--- src/rtl/core/mrd_pkg.sv ---
// Shared types and constants of the meter response deframer.
package mrd_pkg;

  localparam logic [7:0] START_MARK  = 8'h68;
  localparam logic [7:0] END_MARK    = 8'h16;
  localparam logic [7:0] DATA_OFFSET = 8'h33;

  localparam int CTRL_DIR_BIT = 7;
  localparam int CTRL_EXC_BIT = 6;

  localparam logic [9:0] FRAME_OVERHEAD = 10'd12;
  localparam logic [9:0] MIN_FULL_SIZE  = 10'd16;
  localparam logic [9:0] MIN_EXC_SIZE   = 10'd13;

  localparam logic [8:0] POS_START   = 9'd0;
  localparam logic [8:0] POS_MARK2   = 9'd7;
  localparam logic [8:0] POS_CTRL    = 9'd8;
  localparam logic [8:0] POS_LEN     = 9'd9;
  localparam logic [8:0] POS_ID0     = 9'd10;
  localparam logic [8:0] POS_ID3     = 9'd13;
  localparam logic [8:0] POS_PAYLOAD = 9'd14;
  localparam logic [8:0] POS_MAX     = 9'h1FF;

  typedef enum logic [2:0] {
    ST_OK        = 3'd0,
    ST_EXCEPTION = 3'd1,
    ST_SHORT     = 3'd2,
    ST_MARKER    = 3'd3,
    ST_CHECKSUM  = 3'd4,
    ST_CONTROL   = 3'd5,
    ST_LENGTH    = 3'd6,
    ST_ID        = 3'd7
  } mrd_status_t;

  typedef struct packed {
    logic        is_status;
    logic [7:0]  payload_byte;
    mrd_status_t frame_status;
    logic [7:0]  exception_code;
    logic [7:0]  payload_length;
  } mrd_result_t;

endpackage

--- src/rtl/core/meter_response_deframer.sv ---
// Top level of the meter response deframer.
// Usage:
// The input channel carries one frame byte per transfer (in_rx_byte) with
// in_frame_end high on the final byte of the frame.
// The result channel carries either a payload byte with the 0x33 offset
// removed (out_is_status low) or, for the final byte, the frame status,
// exception code and payload count (out_is_status high).
// Payload bytes are only meaningful when the closing status is ok.
// cfg_we writes cfg_wdata as the expected data identifier; write it only
// while no frame is in progress.
// Throughput is one byte per cycle while in_stall is low; every check is a
// compare or an 8-bit add on the byte just taken, so no loop limits the rate.
// Each result is registered in the result queue before out_valid shows it.
// Results wait in a two-entry queue; in_stall rises only when both entries
// are occupied, so a stalled receiver backs up the input after two results.
// Reset clears the frame state, the queue and the identifier register.
module meter_response_deframer (
  input  logic        clk,
  input  logic        rst_n,
  input  logic        cfg_we,
  input  logic [31:0] cfg_wdata,
  input  logic        in_valid,
  output logic        in_stall,
  input  logic [7:0]  in_rx_byte,
  input  logic        in_frame_end,
  output logic        out_valid,
  input  logic        out_stall,
  output logic        out_is_status,
  output logic [7:0]  out_payload_byte,
  output logic [2:0]  out_frame_status,
  output logic [7:0]  out_exception_code,
  output logic [7:0]  out_payload_length
);
  import mrd_pkg::*;

  logic        acc;
  logic        full;
  logic        res_valid;
  mrd_result_t res;
  mrd_result_t head;

  assign in_stall = full;
  assign acc      = in_valid && !full;

  mrd_frame u_frame (
    .clk       (clk),
    .rst_n     (rst_n),
    .cfg_we    (cfg_we),
    .cfg_wdata (cfg_wdata),
    .acc       (acc),
    .rx_byte   (in_rx_byte),
    .frame_end (in_frame_end),
    .res_valid (res_valid),
    .res       (res)
  );

  mrd_out_queue u_queue (
    .clk       (clk),
    .rst_n     (rst_n),
    .push      (res_valid),
    .push_data (res),
    .full      (full),
    .out_valid (out_valid),
    .out_stall (out_stall),
    .out_data  (head)
  );

  assign out_is_status      = head.is_status;
  assign out_payload_byte   = head.payload_byte;
  assign out_frame_status   = head.frame_status;
  assign out_exception_code = head.exception_code;
  assign out_payload_length = head.payload_length;

endmodule

--- src/rtl/core/mrd_frame.sv ---
// Frame tracking state, field checks and per-byte result generation.
module mrd_frame (
  input  logic                clk,
  input  logic                rst_n,
  input  logic                cfg_we,
  input  logic [31:0]         cfg_wdata,
  input  logic                acc,
  input  logic [7:0]          rx_byte,
  input  logic                frame_end,
  output logic                res_valid,
  output mrd_pkg::mrd_result_t res
);
  import mrd_pkg::*;

  logic [31:0] id_r;
  logic [8:0]  pos_r, pos_nxt;
  logic [7:0]  sum_r, sum_nxt;
  logic [7:0]  prev_r, prev_nxt;
  logic        start_ok_r, start_ok_nxt;
  logic        mark2_ok_r, mark2_ok_nxt;
  logic [7:0]  ctrl_r, ctrl_nxt;
  logic [7:0]  len_r, len_nxt;
  logic [7:0]  first_r, first_nxt;
  logic        id_ok_r, id_ok_nxt;
  logic [7:0]  emitted_r, emitted_nxt;

  logic [9:0]  n_size;
  logic [9:0]  exp_size;
  logic [9:0]  payload_end;
  logic        markers;
  logic [7:0]  stripped;
  logic [1:0]  id_sel;
  logic [7:0]  want;
  logic        same;

  assign n_size      = {1'b0, pos_r} + 10'd1;
  assign exp_size    = {2'b00, len_r} + FRAME_OVERHEAD;
  assign payload_end = {2'b00, len_r} + {1'b0, POS_ID0};
  assign markers     = start_ok_r && mark2_ok_r && (rx_byte == END_MARK);
  assign stripped    = rx_byte - DATA_OFFSET;
  assign id_sel      = pos_r[1:0] - POS_ID0[1:0];
  assign want        = id_r[{id_sel, 3'b000} +: 8];
  assign same        = (stripped == want);

  always_comb begin
    pos_nxt      = pos_r;
    sum_nxt      = sum_r;
    prev_nxt     = prev_r;
    start_ok_nxt = start_ok_r;
    mark2_ok_nxt = mark2_ok_r;
    ctrl_nxt     = ctrl_r;
    len_nxt      = len_r;
    first_nxt    = first_r;
    id_ok_nxt    = id_ok_r;
    emitted_nxt  = emitted_r;
    res_valid    = 1'b0;
    res.is_status      = 1'b0;
    res.payload_byte   = 8'd0;
    res.frame_status   = ST_OK;
    res.exception_code = 8'd0;
    res.payload_length = emitted_r;

    if (acc && frame_end) begin
      res_valid     = 1'b1;
      res.is_status = 1'b1;
      if (n_size < MIN_FULL_SIZE) begin
        if ((n_size >= MIN_EXC_SIZE) && (n_size == exp_size) && markers &&
            ctrl_r[CTRL_EXC_BIT]) begin
          res.frame_status   = ST_EXCEPTION;
          res.exception_code = first_r - DATA_OFFSET;
        end else begin
          res.frame_status = ST_SHORT;
        end
      end else if (!markers) begin
        res.frame_status = ST_MARKER;
      end else if (sum_r != prev_r) begin
        res.frame_status = ST_CHECKSUM;
      end else if (!ctrl_r[CTRL_DIR_BIT]) begin
        res.frame_status = ST_CONTROL;
      end else if (n_size != exp_size) begin
        res.frame_status = ST_LENGTH;
      end else if (!id_ok_r) begin
        res.frame_status = ST_ID;
      end
      pos_nxt      = '0;
      sum_nxt      = '0;
      prev_nxt     = '0;
      start_ok_nxt = 1'b0;
      mark2_ok_nxt = 1'b0;
      ctrl_nxt     = '0;
      len_nxt      = '0;
      first_nxt    = '0;
      id_ok_nxt    = 1'b0;
      emitted_nxt  = '0;
    end else if (acc) begin
      if (pos_r == POS_START) start_ok_nxt = (rx_byte == START_MARK);
      if (pos_r == POS_MARK2) mark2_ok_nxt = (rx_byte == START_MARK);
      if (pos_r == POS_CTRL)  ctrl_nxt = rx_byte;
      if (pos_r == POS_LEN)   len_nxt = rx_byte;
      if (pos_r == POS_ID0)   first_nxt = rx_byte;
      if ((pos_r >= POS_ID0) && (pos_r <= POS_ID3)) begin
        id_ok_nxt = (pos_r == POS_ID0) ? same : (id_ok_r && same);
      end
      if (pos_r != POS_START) sum_nxt = sum_r + prev_r;
      prev_nxt = rx_byte;
      if (pos_r != POS_MAX) pos_nxt = pos_r + 9'd1;
      if ((pos_r >= POS_PAYLOAD) && ({1'b0, pos_r} < payload_end)) begin
        emitted_nxt        = emitted_r + 8'd1;
        res_valid          = 1'b1;
        res.payload_byte   = stripped;
        res.payload_length = emitted_nxt;
      end
    end
  end

  always_ff @(posedge clk) begin
    if (!rst_n) begin
      id_r       <= '0;
      pos_r      <= '0;
      sum_r      <= '0;
      prev_r     <= '0;
      start_ok_r <= 1'b0;
      mark2_ok_r <= 1'b0;
      ctrl_r     <= '0;
      len_r      <= '0;
      first_r    <= '0;
      id_ok_r    <= 1'b0;
      emitted_r  <= '0;
    end else begin
      if (cfg_we) id_r <= cfg_wdata;
      pos_r      <= pos_nxt;
      sum_r      <= sum_nxt;
      prev_r     <= prev_nxt;
      start_ok_r <= start_ok_nxt;
      mark2_ok_r <= mark2_ok_nxt;
      ctrl_r     <= ctrl_nxt;
      len_r      <= len_nxt;
      first_r    <= first_nxt;
      id_ok_r    <= id_ok_nxt;
      emitted_r  <= emitted_nxt;
    end
  end

`ifndef SYNTHESIS
  a_end_clears: assert property (@(posedge clk) disable iff (!rst_n)
    (acc && frame_end) |=> (pos_r == '0 && emitted_r == '0))
    else $error("frame state not cleared after final byte");

  a_payload_counts: assert property (@(posedge clk) disable iff (!rst_n)
    (res_valid && !res.is_status) |=> (emitted_r == $past(emitted_r) + 8'd1))
    else $error("payload count did not advance");

  a_pos_grows: assert property (@(posedge clk) disable iff (!rst_n)
    (acc && !frame_end) |=> (pos_r >= $past(pos_r) && pos_r != '0))
    else $error("byte position went backward");
`endif

endmodule

--- src/rtl/core/mrd_out_queue.sv ---
// Two-entry result queue that decouples the result channel from the input.
module mrd_out_queue (
  input  logic                 clk,
  input  logic                 rst_n,
  input  logic                 push,
  input  mrd_pkg::mrd_result_t push_data,
  output logic                 full,
  output logic                 out_valid,
  input  logic                 out_stall,
  output mrd_pkg::mrd_result_t out_data
);
  import mrd_pkg::*;

  mrd_result_t slot0_r, slot0_nxt;
  mrd_result_t slot1_r, slot1_nxt;
  logic [1:0]  cnt_r, cnt_nxt;
  logic        pop;

  assign out_valid = (cnt_r != 2'd0);
  assign full      = (cnt_r == 2'd2);
  assign out_data  = slot0_r;
  assign pop       = out_valid && !out_stall;

  always_comb begin
    slot0_nxt = slot0_r;
    slot1_nxt = slot1_r;
    cnt_nxt   = cnt_r;
    case ({push, pop})
      2'b10: begin
        if (cnt_r == 2'd0) slot0_nxt = push_data;
        else slot1_nxt = push_data;
        cnt_nxt = cnt_r + 2'd1;
      end
      2'b01: begin
        slot0_nxt = slot1_r;
        cnt_nxt   = cnt_r - 2'd1;
      end
      2'b11: begin
        if (cnt_r == 2'd1) begin
          slot0_nxt = push_data;
        end else begin
          slot0_nxt = slot1_r;
          slot1_nxt = push_data;
        end
      end
      default: begin
        cnt_nxt = cnt_r;
      end
    endcase
  end

  always_ff @(posedge clk) begin
    if (!rst_n) cnt_r <= 2'd0;
    else cnt_r <= cnt_nxt;
  end

  always_ff @(posedge clk) begin
    slot0_r <= slot0_nxt;
    slot1_r <= slot1_nxt;
  end

`ifndef SYNTHESIS
  a_no_overflow: assert property (@(posedge clk) disable iff (!rst_n)
    push |-> !full)
    else $error("result pushed into a full queue");

  a_cnt_range: assert property (@(posedge clk) disable iff (!rst_n)
    cnt_r != 2'd3)
    else $error("queue count out of range");

  a_pop_only: assert property (@(posedge clk) disable iff (!rst_n)
    (pop && !push) |=> (cnt_r == $past(cnt_r) - 2'd1))
    else $error("queue count wrong after transfer");
`endif

endmodule
--- config.mk ---
export PLATFORM = sky130hd
export DESIGN_NAME = meter_response_deframer
export DESIGN_NICKNAME = d
export VERILOG_FILES = /design/src/rtl/core/mrd_pkg.sv /design/src/rtl/core/meter_response_deframer.sv /design/src/rtl/core/mrd_frame.sv /design/src/rtl/core/mrd_out_queue.sv
export SDC_FILE = /design/constraint.sdc
export NUM_CORES = 1
export LEC_CHECK = 0
export BUFFER_PORTS_ARGS = -buffer_cell sky130_fd_sc_hd__buf_4
export CORE_MARGIN = 4
export CORE_UTILIZATION = 45
export CTS_CLUSTER_DIAMETER = 30
export DETAILED_ROUTE_END_ITERATION = 7
export PLACE_DENSITY = 0.74
export SYNTH_ARGS = -nofsm -noshare
export SYNTH_HDL_FRONTEND = slang
export SYNTH_SLANG_ARGS = --single-unit
--- constraint.sdc ---
create_clock -name clk -period 5 [get_ports clk]
set_input_delay 0.75 -clock clk [delete_from_list [all_inputs] [get_ports clk]]
set_output_delay 0.75 -clock clk [all_outputs]
set_load 0.02 [all_outputs]
### Word level (Yosys, flattened, before mapping)

Cells that the tools add are included.

* output and inout bits: 30
* word-level logic and storage cells: 119
* register bits: 150

* order comparisons: 6
* reductions and logical operators: 31
* multiplexer cells: 28
* add/sub/neg operators: 11
* bitwise logic cells: 1
* equal/unequal tests: 19
* shift operators: 1

Operators by type and width (number)
* 28-bit 2-to-1 mux: 4
* 28-bit case mux with 3 select lines: 1
* 8-bit 2-to-1 mux: 8
* 28-bit case mux with 2 select lines: 1
* 32-bit by 6-bit indexed part select with 8-bit output: 1
* 9-bit by 4-bit == test with 1-bit output (second input constant): 3
* 8-bit by 4-bit adder with 9-bit output (second input constant): 2
* 9-bit by 4-bit greater-or-equal comparator with 1-bit output (second input constant): 2
* 3-bit 2-to-1 mux: 6
* 2-bit AND reduction: 9
* 8-bit by 6-bit subtractor with 8-bit output (second input constant): 2
* 1-bit logical AND: 11
* 11-bit 2-to-1 mux: 1
* 9-bit by 1-bit adder with 10-bit output (second input constant): 1
* 10-bit == test: 1
* 10-bit by 4-bit greater-or-equal comparator with 1-bit output (second input constant): 1
* 10-bit by 5-bit < comparator with 1-bit output (second input constant): 1
* 9-bit by 10-bit < comparator with 1-bit output: 1
* 10-bit != test: 1
* 9-bit by 1-bit adder with 9-bit output (second input constant): 1
* 9-bit by 3-bit == test with 1-bit output (second input constant): 1
* 9-bit by 4-bit less-or-equal comparator with 1-bit output (second input constant): 1
* 9-bit logical NOT: 1
* 9-bit != test (second input constant): 1
* 24 further kinds: 35

### Longest topological paths before layout

* word-level depth: 10
* gate-level depth with buffers: 18
* depth with buffers taken out: 16

### Hierarchy

A second synthesis with hierarchy kept.

* cell total of the unflattened synthesis: 835
* area, all modules: 8154.1 sq um

By module, submodules not included
* mrd_frame: cells an instance 626, area an instance 5385.2 sq um, instances 1
* mrd_out_queue: cells an instance 208, area an instance 2755.1 sq um, instances 1
* meter_response_deframer: cells an instance 1, area an instance 13.8 sq um, instances 1

### Worst setup path before layout

No wires, ideal clock.

* path kind: register to register
* start point: register u_frame.len_r[3]
* end point: register u_queue.slot1_r[0] (netlist bit) (enable)
* path buffers: 1
* setup slack: 0.592 ns
* clock period less this slack: 4.408 ns
* arrival time: 3.985 ns
* cell stages (with the launch flop): 15
* setup time: 0.423 ns
* data required time: 4.577 ns
* cell sequence: dfxtp_1 -> buf_2 -> inv_1 -> ha_1 -> a21oi_1 -> nor2_1 -> xnor2_1 -> ha_1 -> a21o_1 -> a2111oi_4 -> o21ai_1 -> nand2_1 -> ha_1 -> o21ai_0 -> a21oi_1

* longest elaborated chain between the ends: 9

RTL lines
* start, declared: line mrd_frame.sv:22 `logic [7:0] len_r, len_nxt;`
* start signal, assigned: line mrd_frame.sv:137 `len_r <= len_nxt;`
* 8-bit by 4-bit adder with 9-bit output (*): line mrd_frame.sv:38 `assign payload_end = {2'b00, len_r} + {1'b0, POS_ID0};`
* 9-bit by 10-bit < comparator with 1-bit output (*): line mrd_frame.sv:107 `if ((pos_r >= POS_PAYLOAD) && ({1'b0, pos_r} < payload_end)) begin`
* 1-bit logical AND (*): line mrd_frame.sv:107
* 1-bit 2-to-1 mux (*): line mrd_frame.sv:107
* 1-bit 2-to-1 mux (*): line mrd_frame.sv:95 `end else if (acc) begin`
* 1-bit 2-to-1 mux (*): line mrd_frame.sv:63 `if (acc && frame_end) begin`
* 2-bit == test: line mrd_out_queue.sv:28 `case ({push, pop})`
* 2-bit != test (no line) / 2-bit nonzero test (equally long branches)
* 3-bit AND reduction (no line) (*)
* end signal, assigned: line mrd_out_queue.sv:59 `slot1_r <= slot1_nxt;`
* end, declared: line mrd_out_queue.sv:15 `mrd_result_t slot1_r, slot1_nxt;`

Mark *: on every way between the ends. The rest lies on a longest branch, timed or not.
A chain may end at the register's enable or synchronous reset.

==> impl_metrics.toml <==
[logic_synthesis]
ys_ff_latch = 144
synth_edf_count = 56
postSynthCellCount = 751
syn-num-nets = 833
seq_area_frac_synth_pct = 45.0
postSynthAreaPerCell_sq_um = 10.2
syn_area_sq_um = 7640
ys.flop_type = "dfxtp_1"
yosysUniqueCellTypes = 63
ys_warn_count = 0
async_flop_share_pct = 0

[clocking]
cts_setup_buffers = 0
cts_root_buffer = "clkbuf_16"
path_clk_slew_ns = 0.06
numCtsBuffers = 17
cts_buffer_depth = 2
cts_hold_buf = 0
clk_latency_ns = 0.42
cts_sinks = 144
cts_tree = "yes"
cts_resized = 0
htreeDepth = 4

[layout]
n_antenna_cell = 0
fin_cells = 1049
drive_above_1_share_pct = 18.7
area_delta_synth_final_pct = 17.2
nets = 898

[pwr]
max-vdd-ir-drop_v = 0.000247
p_per_area_nw_per_um2 = 374
p_leak_nw = 3.49

[floorplan]
ios = 76
die_x_microns = 138
die_y_microns = 138
core_region_area_sq_um = 16600
start_util_pct = 45.9
rows = 47
die_area_sq_um = 19100

[setup_path]
start_kind = "flip-flop"
cp-end-kind = "flip-flop"
cp_num_buf_inv = 1
path_delay_family = "compound AO/OA/AOI/OAI gates"
slowest_delay_ns = 0.55
critPathMostFrequentCell = "nand2_1"
critical_path.slowest_cell = "a2111oi_4"
path_max_fanout = 10
worstPathRequired_ns = 5.28
arrival_ns = 4.48
critical_path_class = "reg2reg"
path_cells = "inv_1 > ha_1 > a21oi_1 > nor2_1 > xnor2_1 > ha_1 > a21o_1 > a2111oi_4 > o21ai_1 > nand2_1 > ha_1 > nand2_1 > nand2_1 > nand2_1 > or4_4 > o21ai_2"

[sta]
fin_skew_ns = 0.00717
finalSetupTns_ns = 0
setup_violations = 0
timing.slew.headroom_pct = 37.5
drv_slew = 0
rsz0062_at_grt = "false"
finalHoldViolCount = 0
fmax_mhz = 238
tightest_slew_ns = 0.936
min_period_ns = 4.20
post-route-period-util_pct = 84.0

[min_path]
hp-class = "reg2reg"

[routing]
wl_microns = 16500
drt_iter0_drc = 300
via_per_inst = 5.24
via_count = 5494
drc_errors = 0
final_antenna_net_count = 0
wl_per_cell_microns = 15.8
drtPass1Iterations = 5

[placed_design]
portBuffers = 75
gp_congestion = 0.913
place_inst = 1017
dp_hpwl_microns = 11800

[global_routing]
grt_pass1_vias = 5373
antenna_found_initial = 0
grt_max_degree = 51
grt_first_pass_wirelength_microns = 27600
grt_use_total_pct = 17.7
grt_overflow = 0

[job]
maxCapViolCount = 0

[run_status]
status = "finished, final reports clean"
## synth_stat cells, types with 6 or more instances
library cell / count / share of area, %
xor2_1: 30 / 3.4
mux4_2: 8 / 2.4
dfxtp_1: 88 / 23
edfxtp_1: 56 / 22
o21ai_2: 8 / 0.92
a22o_1: 10 / 1.1
nor2b_1: 37 / 3.0
nand2_1: 86 / 4.2
ha_1: 35 / 5.7
inv_1: 22 / 1.1
a21oi_1: 32 / 2.1
o21ai_0: 25 / 1.6
buf_1: 6 / 0.29
nor3_1: 18 / 1.2
and2_1: 7 / 0.57
nand3b_1: 6 / 0.59
clkbuf_1: 21 / 1.0
nor4_1: 8 / 0.65
nand3_1: 9 / 0.59
xnor2_1: 40 / 4.6
nor2_1: 65 / 3.2
mux2i_1: 49 / 6.4
buf_2: 7 / 0.46
## metrics by stage
step           cell area (sq um)  worst slack, ns  hold slack (ns)  util [%]  power, mW
2_1_floorplan               7640            0.592            0.436         -       1.90
3_3_place_gp                8380            0.925            0.455      50.3       2.14
3_5_place_dp                8380            0.834            0.456      50.3       2.15
4_1_cts                     8950            0.813            0.464      53.8       3.38
5_1_grt                     8950            0.442            0.488      53.8       3.51
6_report                    8950            0.801            0.463      53.8       3.35
## where the power goes
group          internal, mW  leakage [nW]  total (mW)  switching (mW)
clock                 0.753         0.290        1.23           0.478
sequential             1.40          1.26        1.44          0.0476
combinational         0.265          1.94       0.676           0.411
## final cells by class
class | instances | area, sq um
fillers | 1479 | 7690
multi-input cells | 545 | 3930
flip-flops and latches | 144 | 3440
repair buffers | 86 | 646
clock buffers | 24 | 503
well taps | 220 | 275
inverters | 22 | 82.6
clock inverters | 8 | 76.3
## final timing paths
path,depth (start not counted),to,start,slack [ns]
setup / recovery,16,u_queue.out_data[12],u_frame.len_r[3],0.80
setup reg to reg,16,u_queue.out_data[12],u_frame.len_r[3],0.80
hold / removal,2,u_frame.prev_r[0],u_frame.prev_r[0],0.46
hold reg to reg,2,u_frame.prev_r[0],u_frame.prev_r[0],0.46
## worst reg2reg max path, delay by kind of cell, from the launching register on
| kind | cells | cell delay [ns] |
|---|---|---|
| flops | 1 | 0.44 |
| compound gates | 5 | 1.43 |
| simple gates | 6 | 1.34 |
| fa+ha+maj | 3 | 0.63 |
| buf+inv | 1 | 0.09 |
| xor+xnor | 1 | 0.13 |
## kinds of logic (layout without fill, tap and decap cells)
group	after synthesis	after routing	synth area share, %
AOI/OAI and AO/OA	114	114	10.6
xor gates and xnor gates	72	72	8.59
adders and majority gates	36	36	5.99
buffers and inverters	62	140	3.60
DFF	144	144	45.0
muxes	58	58	8.97
and+or+nand+nor	265	265	17.2
## registers in the layout, summed over array words and instances, names as in the netlist
name,count
u_frame.prev_r,8
u_queue.slot1_r,28
u_frame.sum_r,8
u_frame.ctrl_r,2
u_frame.len_r,8
u_frame.id_r,32
u_frame.pos_r,9
u_frame.first_r,8
u_frame.start_ok_r,1
u_queue.cnt_r,2
u_frame.emitted_r,8
u_frame.mark2_ok_r,1
u_frame.id_ok_r,1
u_queue.out_data,28
## cells in the final DEF (no fill, tap or decap), types with 6 or more instances in the layout
| master | Yosys | routed |
|---|---|---|
| xnor2_1 | 40 | 40 |
| nor3_1 | 18 | 18 |
| and2_1 | 7 | 7 |
| nand2_1 | 86 | 86 |
| o21ai_2 | 8 | 8 |
| dfxtp_1 | 88 | 88 |
| edfxtp_1 | 56 | 56 |
| nor4_1 | 8 | 8 |
| mux4_2 | 8 | 8 |
| clkbuf_16 | 0 | 17 |
| o21ai_0 | 25 | 25 |
| inv_1 | 22 | 22 |
| a22o_1 | 10 | 10 |
| xor2_1 | 30 | 30 |
| buf_4 | 3 | 86 |
| nor2b_1 | 37 | 37 |
| nand3b_1 | 6 | 6 |
| ha_1 | 35 | 35 |
| nand3_1 | 9 | 9 |
| a21oi_1 | 32 | 31 |
| nor2_1 | 65 | 65 |
| mux2i_1 | 49 | 49 |
## metal layers
| metal | up-vias | GRT usage [%] | routed length [microns] |
|---|---|---|---|
| met3 | 33 | 4.14 | 745 |
| li1 | 2758 | - | - |
| met5 | - | 0 | 0 |
| met4 | 0 | 6.71 | 399 |
| met1 | 2567 | 23.5 | 7680 |
| met2 | 136 | 28.1 | 7710 |
Note: power is estimated with default switching activity, not from simulation.
